[src/rtl/core/fpnc_pkg.sv]
// ----------------------------------------------------------------------------
// fpnc_pkg
// Shared constants, types and helpers for the Fitch parsimony node combine.
// ----------------------------------------------------------------------------
package fpnc_pkg;

	localparam int MAX_CHILDREN = 4;
	localparam int NUM_STATES   = 5;
	localparam int SET_W        = 5;
	localparam int NODE_SET_W   = 8;
	localparam int SLOT_W       = 3;
	localparam int MASK_W       = 4;
	localparam int COST_W       = 32;
	localparam int WEIGHT_W     = 16;
	localparam int CNT_W        = $clog2(MAX_CHILDREN + 1);
	localparam int HALF         = MAX_CHILDREN / 2;
	localparam int PAIR_W       = COST_W + $clog2(HALF) + 1;
	localparam int SUM_W        = PAIR_W + 1;
	localparam int FACTOR_W     = CNT_W;
	localparam int PROD_W       = WEIGHT_W + FACTOR_W;
	localparam int TOTAL_W      = SUM_W + 1;

	localparam logic [SET_W-1:0]      SET_PURINE     = 5'h05;
	localparam logic [SET_W-1:0]      SET_PYRIMIDINE = 5'h0a;
	localparam logic [NODE_SET_W-1:0] SET_NONE       = 8'hff;
	localparam logic [COST_W-1:0]     COST_MAX       = '1;

	typedef logic [SET_W-1:0] set_t;
	typedef logic [COST_W-1:0] cost_t;

	typedef struct packed {
		logic [SLOT_W-1:0]       slots;
		logic                    root;
		logic [NODE_SET_W-1:0]   inter;
		logic [PAIR_W-1:0]       sum_lo;
		logic [PAIR_W-1:0]       sum_hi;
	} prep_t;

	function automatic set_t fold_set(input set_t s);
		set_t r;
		if ((s & SET_PURINE) != '0) begin
			r = SET_PURINE;
		end else if ((s & SET_PYRIMIDINE) != '0) begin
			r = SET_PYRIMIDINE;
		end else begin
			r = s;
		end
		return r;
	endfunction

endpackage

[src/rtl/core/fitch_parsimony_node_combine_top.sv]
// ----------------------------------------------------------------------------
// fitch_parsimony_node_combine_top
// Combines the state sets and step counts of the subtrees around one interior
// node for one alignment site, giving the node's state set and step count.
// ----------------------------------------------------------------------------
// The block takes one site transaction per clock unless in_stall is high and
// returns its result through a four-stage pipeline: slot preparation, state
// counts and cost sum, plurality and step factor, weighting and saturation.
// The sustained rate is one transaction per cycle whenever the output side is
// not stalled; the input side stalls only when all four stages hold data and
// the output is stalled. The user must write the transversion_mode register
// through the cfg channel only while idle; the block does not enforce it.
module fitch_parsimony_node_combine_top
	import fpnc_pkg::*;
(
	input  logic                  clk,
	input  logic                  arst_n,
	input  logic                  cfg_valid,
	output logic                  cfg_ready,
	input  logic                  cfg_data,
	input  logic                  in_valid,
	output logic                  in_stall,
	input  logic [SLOT_W-1:0]     slot_count,
	input  logic [MASK_W-1:0]     present_mask,
	input  logic [SET_W-1:0]      child_set_0,
	input  logic [SET_W-1:0]      child_set_1,
	input  logic [SET_W-1:0]      child_set_2,
	input  logic [SET_W-1:0]      child_set_3,
	input  logic [COST_W-1:0]     child_cost_0,
	input  logic [COST_W-1:0]     child_cost_1,
	input  logic [COST_W-1:0]     child_cost_2,
	input  logic [COST_W-1:0]     child_cost_3,
	input  logic [WEIGHT_W-1:0]   site_weight,
	output logic                  out_valid,
	input  logic                  out_stall,
	output logic [NODE_SET_W-1:0] node_set,
	output logic [COST_W-1:0]     node_cost
);

	logic transversion_mode_q;

	set_t  sets_in [MAX_CHILDREN];
	cost_t costs_in [MAX_CHILDREN];
	set_t  sets_masked [MAX_CHILDREN];
	prep_t prep;

	logic en_s1, en_s2, en_s3, en_s4;
	logic v_s1, v_s2, v_s3, v_s4;

	logic [SLOT_W-1:0]     slots_s1;
	logic                  root_s1;
	logic [NODE_SET_W-1:0] inter_s1;
	set_t                  sets_s1 [MAX_CHILDREN];
	logic [PAIR_W-1:0]     sum_lo_s1;
	logic [PAIR_W-1:0]     sum_hi_s1;
	logic [WEIGHT_W-1:0]   weight_s1;

	logic [SLOT_W-1:0]     slots_s2;
	logic                  root_s2;
	logic [NODE_SET_W-1:0] inter_s2;
	set_t                  union_s2;
	logic [CNT_W-1:0]      counts_s2 [NUM_STATES];
	logic [SUM_W-1:0]      cost_s2;
	logic [WEIGHT_W-1:0]   weight_s2;

	logic [NODE_SET_W-1:0] node_set_s3;
	logic [FACTOR_W-1:0]   factor_s3;
	logic [SUM_W-1:0]      cost_s3;
	logic [WEIGHT_W-1:0]   weight_s3;

	logic [NODE_SET_W-1:0] node_set_s4;
	logic [COST_W-1:0]     node_cost_s4;

	logic [CNT_W-1:0]      counts_c [NUM_STATES];
	logic [CNT_W-1:0]      largest_c;
	set_t                  plural_c;
	logic [SLOT_W:0]       sub_c;
	logic [NODE_SET_W-1:0] node_set_c;
	logic [FACTOR_W-1:0]   factor_c;
	logic [PROD_W-1:0]     prod_c;
	logic [TOTAL_W-1:0]    total_c;

	assign cfg_ready = 1'b1;

	always_ff @(posedge clk or negedge arst_n) begin
		if (!arst_n) begin
			transversion_mode_q <= 1'b0;
		end else if (cfg_valid && cfg_ready) begin
			transversion_mode_q <= cfg_data;
		end
	end

	assign sets_in[0]  = child_set_0;
	assign sets_in[1]  = child_set_1;
	assign sets_in[2]  = child_set_2;
	assign sets_in[3]  = child_set_3;
	assign costs_in[0] = child_cost_0;
	assign costs_in[1] = child_cost_1;
	assign costs_in[2] = child_cost_2;
	assign costs_in[3] = child_cost_3;

	fpnc_slot_prep u_slot_prep (
		.slot_count        (slot_count),
		.present_mask      (present_mask),
		.transversion_mode (transversion_mode_q),
		.sets              (sets_in),
		.costs             (costs_in),
		.sets_masked       (sets_masked),
		.prep              (prep)
	);

	assign en_s4    = !v_s4 || !out_stall;
	assign en_s3    = !v_s3 || en_s4;
	assign en_s2    = !v_s2 || en_s3;
	assign en_s1    = !v_s1 || en_s2;
	assign in_stall = !en_s1;

	always_ff @(posedge clk or negedge arst_n) begin
		if (!arst_n) begin
			v_s1 <= 1'b0;
			v_s2 <= 1'b0;
			v_s3 <= 1'b0;
			v_s4 <= 1'b0;
		end else begin
			if (en_s1) begin
				v_s1 <= in_valid;
			end
			if (en_s2) begin
				v_s2 <= v_s1;
			end
			if (en_s3) begin
				v_s3 <= v_s2;
			end
			if (en_s4) begin
				v_s4 <= v_s3;
			end
		end
	end

	always_ff @(posedge clk) begin
		if (en_s1 && in_valid) begin
			slots_s1  <= prep.slots;
			root_s1   <= prep.root;
			inter_s1  <= prep.inter;
			sets_s1   <= sets_masked;
			sum_lo_s1 <= prep.sum_lo;
			sum_hi_s1 <= prep.sum_hi;
			weight_s1 <= site_weight;
		end
	end

	always_comb begin
		for (int j = 0; j < NUM_STATES; j++) begin
			counts_c[j] = '0;
			for (int k = 0; k < MAX_CHILDREN; k++) begin
				counts_c[j] = counts_c[j] + CNT_W'(sets_s1[k][j]);
			end
		end
	end

	always_ff @(posedge clk) begin
		if (en_s2 && v_s1) begin
			slots_s2  <= slots_s1;
			root_s2   <= root_s1;
			inter_s2  <= inter_s1;
			union_s2  <= sets_s1[0] | sets_s1[1];
			counts_s2 <= counts_c;
			cost_s2   <= SUM_W'(sum_lo_s1) + SUM_W'(sum_hi_s1);
			weight_s2 <= weight_s1;
		end
	end

	always_comb begin
		largest_c = '0;
		for (int j = 0; j < NUM_STATES; j++) begin
			if (counts_s2[j] > largest_c) begin
				largest_c = counts_s2[j];
			end
		end
		for (int j = 0; j < NUM_STATES; j++) begin
			plural_c[j] = (counts_s2[j] == largest_c);
		end
		sub_c = (SLOT_W+1)'(largest_c) + (SLOT_W+1)'(root_s2);
		if (inter_s2 != '0) begin
			node_set_c = inter_s2;
			factor_c   = '0;
		end else if (slots_s2 == SLOT_W'(2)) begin
			node_set_c = {{(NODE_SET_W-SET_W){1'b0}}, union_s2};
			factor_c   = FACTOR_W'(1);
		end else begin
			node_set_c = {{(NODE_SET_W-SET_W){1'b0}}, plural_c};
			if ({1'b0, slots_s2} >= sub_c) begin
				factor_c = FACTOR_W'({1'b0, slots_s2} - sub_c);
			end else begin
				factor_c = '0;
			end
		end
	end

	always_ff @(posedge clk) begin
		if (en_s3 && v_s2) begin
			node_set_s3 <= node_set_c;
			factor_s3   <= factor_c;
			cost_s3     <= cost_s2;
			weight_s3   <= weight_s2;
		end
	end

	assign prod_c  = PROD_W'(weight_s3) * PROD_W'(factor_s3);
	assign total_c = TOTAL_W'(cost_s3) + TOTAL_W'(prod_c);

	always_ff @(posedge clk) begin
		if (en_s4 && v_s3) begin
			node_set_s4 <= node_set_s3;
			if (total_c[TOTAL_W-1:COST_W] != '0) begin
				node_cost_s4 <= COST_MAX;
			end else begin
				node_cost_s4 <= total_c[COST_W-1:0];
			end
		end
	end

	assign out_valid = v_s4;
	assign node_set  = node_set_s4;
	assign node_cost = node_cost_s4;

	a_no_child_no_cost: assert property (@(posedge clk) disable iff (!arst_n)
		out_valid && node_set == SET_NONE |-> node_cost == '0)
		else $error("Result without present slots carries a nonzero cost.");

	a_set_width: assert property (@(posedge clk) disable iff (!arst_n)
		out_valid && node_set[NODE_SET_W-1:SET_W] != '0 |-> node_set == SET_NONE)
		else $error("Result state set has stray upper bits.");

	a_stall_only_full: assert property (@(posedge clk) disable iff (!arst_n)
		in_stall |-> v_s1 && v_s2 && v_s3 && v_s4 && out_stall)
		else $error("Input stalled while the pipeline has a free stage.");

endmodule

[src/rtl/core/fpnc_slot_prep.sv]
// ----------------------------------------------------------------------------
// fpnc_slot_prep
// First-stage slot logic: effective slot count, presence, root detection,
// folded intersection, masked slot sets and the two half sums of the costs.
// ----------------------------------------------------------------------------
module fpnc_slot_prep
	import fpnc_pkg::*;
(
	input  logic [SLOT_W-1:0] slot_count,
	input  logic [MASK_W-1:0] present_mask,
	input  logic              transversion_mode,
	input  set_t              sets [MAX_CHILDREN],
	input  cost_t             costs [MAX_CHILDREN],
	output set_t              sets_masked [MAX_CHILDREN],
	output prep_t             prep
);

	logic [SLOT_W-1:0]       slots_eff;
	logic [MAX_CHILDREN-1:0] pres;

	always_comb begin
		set_t s;
		if (slot_count > SLOT_W'(MAX_CHILDREN)) begin
			slots_eff = SLOT_W'(MAX_CHILDREN);
		end else begin
			slots_eff = slot_count;
		end
		prep.slots = slots_eff;
		prep.root  = 1'b0;
		prep.inter = SET_NONE;
		for (int k = 0; k < MAX_CHILDREN; k++) begin
			pres[k] = (SLOT_W'(k) < slots_eff) && present_mask[k];
			if ((SLOT_W'(k) < slots_eff) && !present_mask[k]) begin
				prep.root = 1'b1;
			end
			s = transversion_mode ? fold_set(sets[k]) : sets[k];
			if (pres[k]) begin
				prep.inter = prep.inter & {{(NODE_SET_W-SET_W){1'b0}}, s};
			end
			sets_masked[k] = pres[k] ? sets[k] : '0;
		end
		prep.sum_lo = '0;
		prep.sum_hi = '0;
		for (int k = 0; k < HALF; k++) begin
			prep.sum_lo = prep.sum_lo + (pres[k] ? PAIR_W'(costs[k]) : '0);
		end
		for (int k = HALF; k < MAX_CHILDREN; k++) begin
			prep.sum_hi = prep.sum_hi + (pres[k] ? PAIR_W'(costs[k]) : '0);
		end
	end

endmodule
[config.mk]
export PLATFORM = sky130hd
export DESIGN_NAME = fitch_parsimony_node_combine_top
export DESIGN_NICKNAME = d
export VERILOG_FILES = /design/src/rtl/core/fpnc_pkg.sv /design/src/rtl/core/fitch_parsimony_node_combine_top.sv /design/src/rtl/core/fpnc_slot_prep.sv
export SDC_FILE = /design/constraint.sdc
export NUM_CORES = 1
export LEC_CHECK = 0
export ABC_AREA = 0
export BUFFER_PORTS_ARGS = -buffer_cell sky130_fd_sc_hd__buf_4
export CAP_MARGIN = 20
export CORE_ASPECT_RATIO = 2
export CORE_MARGIN = 2
export CORE_UTILIZATION = 47
export CTS_BUF_LIST = sky130_fd_sc_hd__clkbuf_4 sky130_fd_sc_hd__clkbuf_8
export CTS_CLUSTER_DIAMETER = 30
export DETAILED_ROUTE_END_ITERATION = 8
export PLACE_DENSITY = 0.67
export SYNTH_ARGS = -nofsm -noshare
export SYNTH_HDL_FRONTEND = slang
export SYNTH_SLANG_ARGS = --single-unit
[constraint.sdc]
create_clock -name clk -period 8.2 [get_ports clk]
set_input_delay 1.23 -clock clk [delete_from_list [all_inputs] [get_ports clk]]
set_output_delay 1.23 -clock clk [all_outputs]
set_load 0.02 [all_outputs]
==> results of run 1 <==
==> kinds of logic (layout without fill, tap and decap cells) <==
family / after synthesis / in the layout / synth area share
flops: 294 / 294 / 0.473
mux: 10 / 10 / 0.00605
buf+inv: 161 / 427 / 0.0339
other cells: 1 / 2 / 0.000202
compound gates: 392 / 392 / 0.144
fa+ha+maj: 186 / 186 / 0.141
simple gates: 533 / 533 / 0.149
xor+xnor: 112 / 112 / 0.0527
==> critical path, delay by kind of cell (launching register included) <==
kind / cells / cell delay [ns]
compound gates: 13 / 2.69
fa+ha+maj: 7 / 2.20
buf+inv: 4 / 0.27
flops: 1 / 0.42
mux: 2 / 0.78
simple gates: 6 / 0.91
==> stage by stage <==
| step | cell area [sq um] | hold slack, ns | setup slack [ns] |
|---|---|---|---|
| after global routing | 21800 | 0.409 | 0.0324 |
| after detailed placement | 20800 | 0.405 | 0.700 |
| final | 21800 | 0.404 | 0.667 |
| after global placement | 20800 | 0.401 | 0.845 |
| after CTS | 21800 | 0.400 | 0.652 |
| after floorplan | 18600 | 0.400 | 1.55 |
==> power groups by stage <==
stage	Sequential, mW	Combinational [mW]	Clock (mW)
floorplan	2.09	1.35	0
global placement	2.08	1.84	0
detailed placement	2.08	1.89	0
CTS	2.05	1.90	1.35
global route	2.07	2.11	1.40
finish	2.05	1.88	1.30
==> final cells by class <==
type,count,area (sq um),area share
well taps,525,657,0.0301
inverters,119,447,0.0205
multi-input cells,1234,9200,0.422
flip-flops and latches,294,8800,0.404
clock inverters,33,343,0.0157
diodes,1,2.50,0.000115
repair buffers,228,1710,0.0786
clock buffers,47,628,0.0288
==> flip-flops by register name, summed over array words and instances (netlist names), 5 cells and up <==
register / cells
cost_s2: 34
cost_s3: 34
counts_s2: 15
inter_s1: 6
inter_s2: 6
node_cost: 32
node_set: 6
node_set_s3: 6
sets_s1: 20
sum_hi_s1: 33
sum_lo_s1: 33
union_s2: 5
weight_s1: 16
weight_s2: 16
weight_s3: 16
==> how the worst max path moves through the flow <==
stage	start	endpoint	depth (start not counted)
detailed placement	counts_s2[10]$_DFFE_PP_	factor_s3[0]$_SDFFCE_PP0P_	32
finish	counts_s2[10]$_DFFE_PP_	factor_s3[0]$_SDFFCE_PP0P_	32
CTS	counts_s2[10]$_DFFE_PP_	factor_s3[0]$_SDFFCE_PP0P_	32
global placement	counts_s2[10]$_DFFE_PP_	factor_s3[0]$_SDFFCE_PP0P_	32
floorplan	counts_s2[10]$_DFFE_PP_	factor_s3[0]$_SDFFCE_PP0P_	32
global route	counts_s2[10]$_DFFE_PP_	factor_s3[0]$_SDFFCE_PP0P_	32
==> metal layers <==
| metal | vias to the layer above | GRT usage | share of wire |
|---|---|---|---|
| li1 | 6629 | - | - |
| met1 | 6315 | 0.197 | 0.35 |
| met2 | 321 | 0.416 | 0.57 |
| met3 | 120 | 0.0218 | 0.032 |
| met4 | 0 | 0.0983 | 0.047 |
| met5 | - | 0 | 0 |
==> cell usage after synthesis (all sizes together) (7+ instances only) <==
cell type  number
a21o           39
nand4           8
clkbuf         33
edfxtp        289
o41ai           9
inv           119
and2          126
nor2b          20
o21a           21
buf             9
o21bai         12
a31oi           8
o22ai           8
o31ai           7
o21ai          80
a21oi         109
xnor2          78
a221oi          9
nand2b         20
o31a            7
or2            12
xor2           34
nor2           87
a211oi         17
and3           54
o211ai         18
ha            146
nor3           22
nand3          25
fa             40
nand2         132
==> results.md, run 1 <==
Worst setup path
- critical path class: reg2reg
- Worst path slowest cell: sky130_fd_sc_hd__fa_1
- Setup crit end kind: flip-flop
- largest fanout on the critical path: 6
- arrival time worst endpoint: 7.85 ns
- worst-case register-to-register setup slack: 0.67 ns
- startpoint of the worst-slack reg-to-reg timing path: counts_s2[10]$_DFFE_PP_
- Crit path largest cell delay: 0.44 ns
- startpoint types: flip-flop
- worst path required time: 8.52 ns
- count of cells along the worst register-to-register path: 32
- endpoint of the worst-slack reg-to-reg timing path: factor_s3[0]$_SDFFCE_PP0P_
- most frequent cell on the critical path: sky130_fd_sc_hd__ha_1

Finish
- most common cell after layout, fill and taps aside: sky130_fd_sc_hd__edfxtp_1
- final core utilization: 0.554
- non-filler cells in the finished layout: 2481
- layout overhead on the synthesized area: 17.1%
- final net count: 2283
- filler cell count: 3429
- share of post-route cells with drive strength above 1: 0.177
- most frequent cells in the layout: sky130_fd_sc_hd__edfxtp_1, sky130_fd_sc_hd__buf_4, sky130_fd_sc_hd__ha_1

Clock tree
- Post-CTS Setup Bufs: 0
- worst-skew pair later-pin latency: 0.59 ns
- maximum number of buffers from clock root to sink: 3
- number of resized instances in the post-cts repair step: 0
- root buffer cell: sky130_fd_sc_hd__clkbuf_8
- number of buffers added by the clock tree synthesis step: 43
- number of H-tree levels: 2
- TritonCTS clock tree: done
- clock net sink count: 294
- clock transition time at the flip-flop clock pins of the worst setup and hold paths: 0.07 ns
- cts-stage hold buffer count: 0

STA
- number of setup violations in the final report: 0
- Max Transition Viols Final: 0
- RSZ-0062 raised after global routing: no
- Layout Skew: 0.0319 ns
- final hold violations: 0
- peak clock frequency supported by timing: 0.133 GHz
- accumulated negative setup slack: 0 ns
- fin crit period: 7.53 ns
- post-route fraction of the period consumed by the critical path: 0.919
- slew of the pin with the lowest slew margin: 0.921 ns
- worst relative slew slack: 0.386

Floorplanning
- standard-cell row count: 103
- Core Region: 0.0393 sq mm
- Die Wd: 145 um
- Die Area: 0.0413 sq mm
- Initial Utilization: 0.473
- Die Y: 285 um
- I/O pin count: 220

Yosys
- sequential fraction of the synthesis area: 0.473
- most area-consuming cells after synthesis: sky130_fd_sc_hd__edfxtp_1, sky130_fd_sc_hd__ha_1, sky130_fd_sc_hd__fa_1
- dominant cell type by area after synthesis: sky130_fd_sc_hd__edfxtp_1
- mean instance size in the synthesized netlist: 11.0 sq um
- share of synthesized registers carrying an async set or reset: 0.0170
- number of flops mapped to enable cells by yosys: 289
- portion of synthesized cell area occupied by the leading cell type: 0.466
- number of storage elements in the synthesis netlist: 294
- ys flop type: sky130_fd_sc_hd__edfxtp_1
- number of distinct library cell variants in the gate-level netlist after synthesis: 87
- Gate Count Post-Synth: 1689
- Syn Std Cell Area: 0.0186 sq mm
- Synth warnings: 0
- net count after synthesis: 2052

Global routing
- wire length of the first global-routing pass: 66.4 mm
- number of antenna violations at the first check in global routing: 1
- Remaining Overflow, GRT: 0
- via count of the first global-routing pass: 13825
- total track usage: 0.205
- largest net degree at the start of global routing: 74

Worst hold path
- Worst Hold Endpoint: cost_s3[13]$_DFFE_PP_
- class of the most critical hold timing path: reg2reg
- source of the worst hold timing path: cost_s2[13]$_DFFE_PP_
- number of stages on the worst hold path: 0

Power
- part of the total power dissipated in the clock network: 0.249
- sum of internal, switching and leakage power: 5.24 mW
- leakage power of the design: 9.28 nW
- PD cells: 240 mW/mm^2
- IR drop worst, VDD: 0.108 mV
- net switching power: 1.77 mW
- portion of total power attributed to sequential cells: 0.391
- switching share of power: 0.338
- internal power: 3.47 mW
- relative contribution of combinational cells to total power: 0.360

Drt
- count of vias placed by the detailed router: 13385
- Vias/cell: 5.40
- initial detailed-routing violation count: 452
- WL per Instance: 16.9 um
- total wire length after detailed routing: 42.0 mm
- final routed DRC violation total: 0
- number of nets with antenna violations after routing: 0
- number of optimization iterations in the first detailed-route pass: 5

Placement
- Final HPWL DP: 33.2 mm
- Placed Cells incl. Taps: 2400
- final RePlAce weighted congestion: 0.906
- quantity of I/O buffers inserted on ports: 218

Flow run
- # Max-Cap Violations: 0

Run status
- outcome: completed

(Power assumes the default switching activity.)
==> run 2: changes to the inputs <==
==> constraint.sdc (replaced) <==
create_clock -name clk -period 8.55 [get_ports clk]
set_input_delay 1.2825 -clock clk [delete_from_list [all_inputs] [get_ports clk]]
set_output_delay 1.2825 -clock clk [all_outputs]
set_load 0.02 [all_outputs]
==> run 2 against run 1 <==
Compared with the run above: non-clock buffer count stayed put; sequential power down 4%; via count about the same; sequential share of layout area grew 0.14 points; critical path type unchanged; largest cell class unchanged; largest power group unchanged; highest routed layer unchanged.
==> results.md, run 2 (synthesized netlist as in run 1, its figures left out) <==
Worst setup path
- worst-case register-to-register setup slack: 1.05 ns, +0.38 ns
- largest fanout on the critical path: 6, unchanged
- worst path required time: 8.87 ns, +0.35 ns
- endpoint of the worst-slack reg-to-reg timing path: factor_s3[0]$_SDFFCE_PP0P_
- Worst path slowest cell: sky130_fd_sc_hd__fa_1
- startpoint of the worst-slack reg-to-reg timing path: counts_s2[10]$_DFFE_PP_
- Setup crit end kind: flip-flop
- count of cells along the worst register-to-register path: 32, unchanged
- CP Launch Point: counts_s2[10]$_DFFE_PP_
- arrival time worst endpoint: 7.82 ns, -0.03 ns
- startpoint types: flip-flop
- critical path class: reg2reg
- Crit path largest cell delay: 0.44 ns, about the same
- most frequent cell on the critical path: sky130_fd_sc_hd__ha_1

Clock tree
- clock net sink count: 294, unchanged
- TritonCTS clock tree: done
- number of H-tree levels: 2, unchanged
- cts-stage hold buffer count: 0, unchanged
- Post-CTS Setup Bufs: 0, unchanged
- root buffer cell: sky130_fd_sc_hd__clkbuf_8
- clock transition time at the flip-flop clock pins of the worst setup and hold paths: 0.06 ns, about the same
- maximum number of buffers from clock root to sink: 3, unchanged
- number of buffers added by the clock tree synthesis step: 44, +2.3%
- number of resized instances in the post-cts repair step: 0, unchanged
- worst-skew pair later-pin latency: 0.58 ns, about the same

STA
- worst relative slew slack: 0.414, +0.0287
- Layout Skew: 0.0134 ns, -0.0184 ns
- final hold violations: 0, unchanged
- fin crit period: 7.50 ns, -0.0282 ns
- accumulated negative setup slack: 0 ns, unchanged
- Max Transition Viols Final: 0, unchanged
- slew of the pin with the lowest slew margin: 0.874 ns, -0.0471 ns
- number of setup violations in the final report: 0, unchanged
- post-route fraction of the period consumed by the critical path: 0.878, -0.0409
- RSZ-0062 raised after global routing: no
- worst-case setup margin in the final layout: 1.05 ns, +0.378 ns
- peak clock frequency supported by timing: 0.133 GHz, +0.38%

Global routing
- met1 Usage GRT: 0.201, +0.00439
- wire length of the first global-routing pass: 67.9 mm, +2.3%
- via count of the first global-routing pass: 14140, +2.3%
- largest net degree at the start of global routing: 69, -6.8%
- global routing usage on met3: 0.0269, +0.00504
- GRT met2 Usage: 0.414, -0.00190
- total track usage: 0.209, +0.00376
- GRT busiest layer: met2
- number of antenna violations at the first check in global routing: 1, unchanged
- Remaining Overflow, GRT: 0, unchanged

Power
- portion of total power attributed to sequential cells: 0.398, +0.007
- relative contribution of combinational cells to total power: 0.366, +0.006
- part of the total power dissipated in the clock network: 0.236, -0.013
- switching share of power: 0.343, +0.00516
- internal power: 3.24 mW, -6.5%
- PD cells: 227 mW/mm^2, -5.5%
- IR drop worst, VDD: 0.105 mV, -2.6%
- leakage power of the design: 9.24 nW, -0.42%
- sum of internal, switching and leakage power: 4.93 mW, -5.8%
- net switching power: 1.69 mW, -4.3%

Drt
- initial detailed-routing violation count: 494, +9.3%
- Vias/cell: 5.40, about the same
- number of optimization iterations in the first detailed-route pass: 4, -1
- number of nets with antenna violations after routing: 0, unchanged
- WL per Instance: 17.0 um, +0.32%
- final routed DRC violation total: 0, unchanged
- count of vias placed by the detailed router: 13376, -0.067%
- total wire length after detailed routing: 42.1 mm, +0.24%

Floorplanning
- Die Y: 285 um, unchanged
- I/O pin count: 220, unchanged
- Die Wd: 145 um, unchanged
- standard-cell row count: 103, unchanged
- Die Area: 0.0413 sq mm, unchanged
- Initial Utilization: 0.473, unchanged
- Core Region: 0.0393 sq mm, unchanged

Run status
- outcome: completed

Worst hold path
- number of stages on the worst hold path: 0, unchanged
- class of the most critical hold timing path: reg2reg
- source of the worst hold timing path: cost_s2[31]$_DFFE_PP_
- Worst Hold Endpoint: cost_s3[31]$_DFFE_PP_

Finish
- design area: 0.0217 sq mm, -0.34%
- non-filler cells in the finished layout: 2479, -0.081%
- most frequent cells in the layout: sky130_fd_sc_hd__edfxtp_1, sky130_fd_sc_hd__buf_4, sky130_fd_sc_hd__ha_1
- final net count: 2284, +0.044%
- Largest regs: cost_s2 (34), cost_s3 (34)
- share of post-route cells with drive strength above 1: 0.178, +0.000693
- most common cell after layout, fill and taps aside: sky130_fd_sc_hd__edfxtp_1
- layout overhead on the synthesized area: 16.7%

Placement
- Cell Area, Placed: 0.0208 sq mm, unchanged
- final RePlAce weighted congestion: 0.929, +2.5%
- Placed Cells incl. Taps: 2400, unchanged
- Final HPWL DP: 33.2 mm, about the same
- worst slack at placement: 1.08 ns, +0.381 ns
- quantity of I/O buffers inserted on ports: 218, unchanged

Flow run
- # Max-Cap Violations: 0, unchanged

==> run 2: cell count changes in the layout (fill, tap and decap cells not counted), sizes merged <==
cell / delta
inv: -2
bufinv: -3
clkinvlp: +2
clkinv: -1
clkbuf: +2
==> run 2: worst max-delay path: cells and delay by family (launching register included) <==
kind            cells  cell delay [ns]
compound gates     13             2.66
fa+ha+maj           7             2.20
simple gates        6             0.91
mux                 2             0.81
flops               1             0.42
buf+inv             4             0.27
==> run 2: area by class of cell <==
type                    instances  area (sq um)
multi-input cells            1234          9200
fillers                      3432         17600
repair buffers                228          1710
inverters                     119           447
flip-flops and latches        294          8800
well taps                     525           657
clock inverters                29           253
clock buffers                  49           643
diodes                          1          2.50
==> run 2: worst max path at each step <==
stage	end	cells past startpoint
global route	factor_s3[1]$_SDFFCE_PP0P_	33
floorplan	factor_s3[0]$_SDFFCE_PP0P_	32
global placement	factor_s3[0]$_SDFFCE_PP0P_	32
finish	factor_s3[0]$_SDFFCE_PP0P_	32
CTS	factor_s3[1]$_SDFFCE_PP0P_	32
detailed placement	factor_s3[1]$_SDFFCE_PP0P_	32
==> run 2: metrics by stage <==
| step | utilization | hold slack (ns) |
|---|---|---|
| global route | 0.552 | 0.427 |
| floorplan | - | 0.400 |
| global placement | 0.530 | 0.401 |
| finish | 0.552 | 0.418 |
| CTS | 0.552 | 0.419 |
| detailed placement | 0.530 | 0.405 |
==> run 2: power by group through the flow <==
stage	logic [mW]	registers [mW]	clock network [mW]
detailed placement	1.80	2.00	0
finish	1.81	1.96	1.16
CTS	1.82	1.97	1.20
global route	2.04	1.99	1.26
global placement	1.76	1.99	0
floorplan	1.30	2.00	0
==> run 2: layer usage <==
metal  part of all wire  up-vias
met5                  0        -
met4              0.053        0
met3              0.036      133
met2               0.57      336
met1               0.34     6297
li1                   -     6610
==> run 3: changes to the inputs <==
--- a/config.mk
+++ b/config.mk
@@ -10,11 +10,10 @@
 export CAP_MARGIN = 20
 export CORE_ASPECT_RATIO = 2
 export CORE_MARGIN = 2
-export CORE_UTILIZATION = 47
+export CORE_UTILIZATION = 37
 export CTS_BUF_LIST = sky130_fd_sc_hd__clkbuf_4 sky130_fd_sc_hd__clkbuf_8
 export CTS_CLUSTER_DIAMETER = 30
 export DETAILED_ROUTE_END_ITERATION = 8
-export PLACE_DENSITY = 0.67
 export SYNTH_ARGS = -nofsm -noshare
 export SYNTH_HDL_FRONTEND = slang
 export SYNTH_SLANG_ARGS = --single-unit
==> constraint.sdc (replaced) <==
create_clock -name clk -period 8.55 [get_ports clk]
set_input_delay 1.71 -clock clk [delete_from_list [all_inputs] [get_ports clk]]
set_output_delay 1.71 -clock clk [all_outputs]
set_load 0.02 [all_outputs]
==> run 3 against run 2 <==
Compared with the run above: sequential share of layout area fell by 0.41 points; clock power rose by 9%; via count rose by 0.26%; utilization fell by 11 points; non-clock buffer count fell by 1; worst setup slack got worse by 0.028 ns; critical path type unchanged.
==> results.md, run 3 (synthesized netlist as in run 1, its figures left out) <==
Placement
- Final HPWL DP: 34.9 mm, +5.2%
- quantity of I/O buffers inserted on ports: 218, unchanged
- final RePlAce weighted congestion: 0.890, -4.2%

STA
- Max Transition Viols Final: 0, unchanged
- RSZ-0062 raised after global routing: no
- Post-Route Hold Slack: 0.410 ns, -0.00818 ns
- number of setup violations in the final report: 0, unchanged
- final hold violations: 0, unchanged
- Layout Skew: 0.0284 ns, +0.0150 ns
- fin crit period: 7.53 ns, +0.0279 ns
- worst relative slew slack: 0.342, -0.0725
- post-route fraction of the period consumed by the critical path: 0.881, +0.00326
- peak clock frequency supported by timing: 0.133 GHz, -0.37%
- accumulated negative setup slack: 0 ns, unchanged
- slew of the pin with the lowest slew margin: 0.983 ns, +0.108 ns

Floorplanning
- Die Area: 0.0522 sq mm, +26%
- Die Y: 321 um, +13%
- I/O pin count: 220, unchanged
- Die Wd: 163 um, +12%
- Core Region: 0.0499 sq mm, +27%
- Initial Utilization: 0.373, -0.101
- standard-cell row count: 116, +13%

Clock tree
- cts-stage hold buffer count: 0, unchanged
- worst-skew pair later-pin latency: 0.60 ns, +0.02 ns
- clock transition time at the flip-flop clock pins of the worst setup and hold paths: 0.07 ns, about the same
- TritonCTS clock tree: done
- root buffer cell: sky130_fd_sc_hd__clkbuf_8
- Post-CTS Setup Bufs: 0, unchanged
- number of H-tree levels: 2, unchanged
- number of resized instances in the post-cts repair step: 0, unchanged
- number of buffers added by the clock tree synthesis step: 46, +4.5%
- clock net sink count: 294, unchanged
- maximum number of buffers from clock root to sink: 3, unchanged

Worst setup path
- Crit path largest cell delay: 0.50 ns, +0.06 ns
- count of cells along the worst register-to-register path: 32, unchanged
- Worst path slowest cell: sky130_fd_sc_hd__mux2i_1
- critical path class: reg2reg
- largest fanout on the critical path: 6, unchanged
- most frequent cell on the critical path: sky130_fd_sc_hd__ha_1
- worst path required time: 8.89 ns, +0.02 ns
- startpoint types: flip-flop
- Setup crit end kind: flip-flop
- worst-case register-to-register setup slack: 1.02 ns, -0.03 ns
- arrival time worst endpoint: 7.87 ns, +0.05 ns
- startpoint of the worst-slack reg-to-reg timing path: counts_s2[10]$_DFFE_PP_
- endpoint of the worst-slack reg-to-reg timing path: factor_s3[0]$_SDFFCE_PP0P_

Worst hold path
- class of the most critical hold timing path: reg2reg
- Worst Hold Endpoint: weight_s2[6]$_DFFE_PP_
- number of stages on the worst hold path: 0, unchanged
- source of the worst hold timing path: weight_s1[6]$_DFFE_PP_

Finish
- final net count: 2285, +0.044%
- filler cell count: 4762, +39%
- area taken by multi-input logic gates: 0.00920 sq mm, unchanged
- share of post-route cells with drive strength above 1: 0.178, +0.000477
- Sequential cell area: 0.00880 sq mm, unchanged
- layout overhead on the synthesized area: 17.9%
- most common cell after layout, fill and taps aside: sky130_fd_sc_hd__edfxtp_1
- most frequent cells in the layout: sky130_fd_sc_hd__edfxtp_1, sky130_fd_sc_hd__buf_4, sky130_fd_sc_hd__ha_1
- Largest regs: cost_s2 (34), cost_s3 (34)

Drt
- initial detailed-routing violation count: 539, +9.1%
- number of nets with antenna violations after routing: 0, unchanged
- routed length on met3: 1.99 mm, +33%
- number of optimization iterations in the first detailed-route pass: 5, +1
- count of vias placed by the detailed router: 13411, +0.26%
- Top Metal Used: met4
- Vias/cell: 5.14, -4.7%
- WL per Instance: 17.1 um, +0.89%
- Routed met2 length: 24.2 mm, +1.6%
- met1 wire length: 16.2 mm, +11%
- final routed DRC violation total: 0, unchanged
- total wire length after detailed routing: 44.7 mm, +6.2%

Power
- PD cells: 229 mW/mm^2, +0.80%
- leakage power of the design: 9.29 nW, +0.48%
- IR drop worst, VDD: 0.133 mV, +26%

Global routing
- total track usage: 0.173, -0.0354
- wire length of the first global-routing pass: 71.5 mm, +5.2%
- Remaining Overflow, GRT: 0, unchanged
- largest net degree at the start of global routing: 73, +5.8%
- via count of the first global-routing pass: 14276, +0.96%
- number of antenna violations at the first check in global routing: 1, unchanged

Flow run
- # Max-Cap Violations: 0, unchanged

Run status
- outcome: completed

==> run 3: stage by stage <==
stage          instances  cell area, sq um   util  worst slack, ns  total power [mW]
3_3_place_gp        2523             21000  0.420             1.14              3.75
2_1_floorplan       1689             18600      -             1.90              3.30
3_5_place_dp        2523             21000  0.420             1.06              3.80
5_1_grt             2609             21900  0.439            0.459              5.38
4_1_cts             2608             21900  0.439            0.975              5.10
6_report            2609             21900  0.439             1.02              5.02
==> run 3: final cells by class <==
class,count,area share
multi-input cells,1234,0.419
flip-flops and latches,294,0.401
repair buffers,227,0.0777
well taps,649,0.0370
clock buffers,50,0.0305
inverters,119,0.0204
clock inverters,35,0.0138
diodes,1,0.000114
==> run 3: per-layer routing <==
metal / global-route usage / up-vias
met5: 0 / -
met4: 0.0912 / 0
met3: 0.0249 / 138
met2: 0.337 / 394
met1: 0.175 / 6241
li1: - / 6638
==> run 3: worst max path at each step <==
stage | from | endpoint | depth (start not counted)
finish | counts_s2[10]$_DFFE_PP_ | factor_s3[0]$_SDFFCE_PP0P_ | 32
global route | counts_s2[10]$_DFFE_PP_ | factor_s3[0]$_SDFFCE_PP0P_ | 32
CTS | counts_s2[10]$_DFFE_PP_ | factor_s3[0]$_SDFFCE_PP0P_ | 32
detailed placement | counts_s2[10]$_DFFE_PP_ | factor_s3[0]$_SDFFCE_PP0P_ | 32
global placement | counts_s2[10]$_DFFE_PP_ | factor_s3[0]$_SDFFCE_PP0P_ | 32
floorplan | counts_s2[10]$_DFFE_PP_ | factor_s3[0]$_SDFFCE_PP0P_ | 32
==> run 3: report_power, final <==
part / internal [mW] / switching, mW / leakage, nW
combinational: 0.764 / 1.03 / 5.95
sequential: 1.87 / 0.0976 / 2.83
clock: 0.665 / 0.596 / 0.502
total: 3.30 / 1.73 / 9.29
==> run 3: worst max-delay path, delay by kind of cell, from the launching register on <==
kind	cells	cell delay, ns
AO/OA/AOI/OAI	13	2.59
multiplexers	2	0.90
buffers and inverters	5	0.45
AND/OR/NAND/NOR	6	0.89
flip-flops	1	0.43
adder cells (fa/ha/maj)	6	2.01
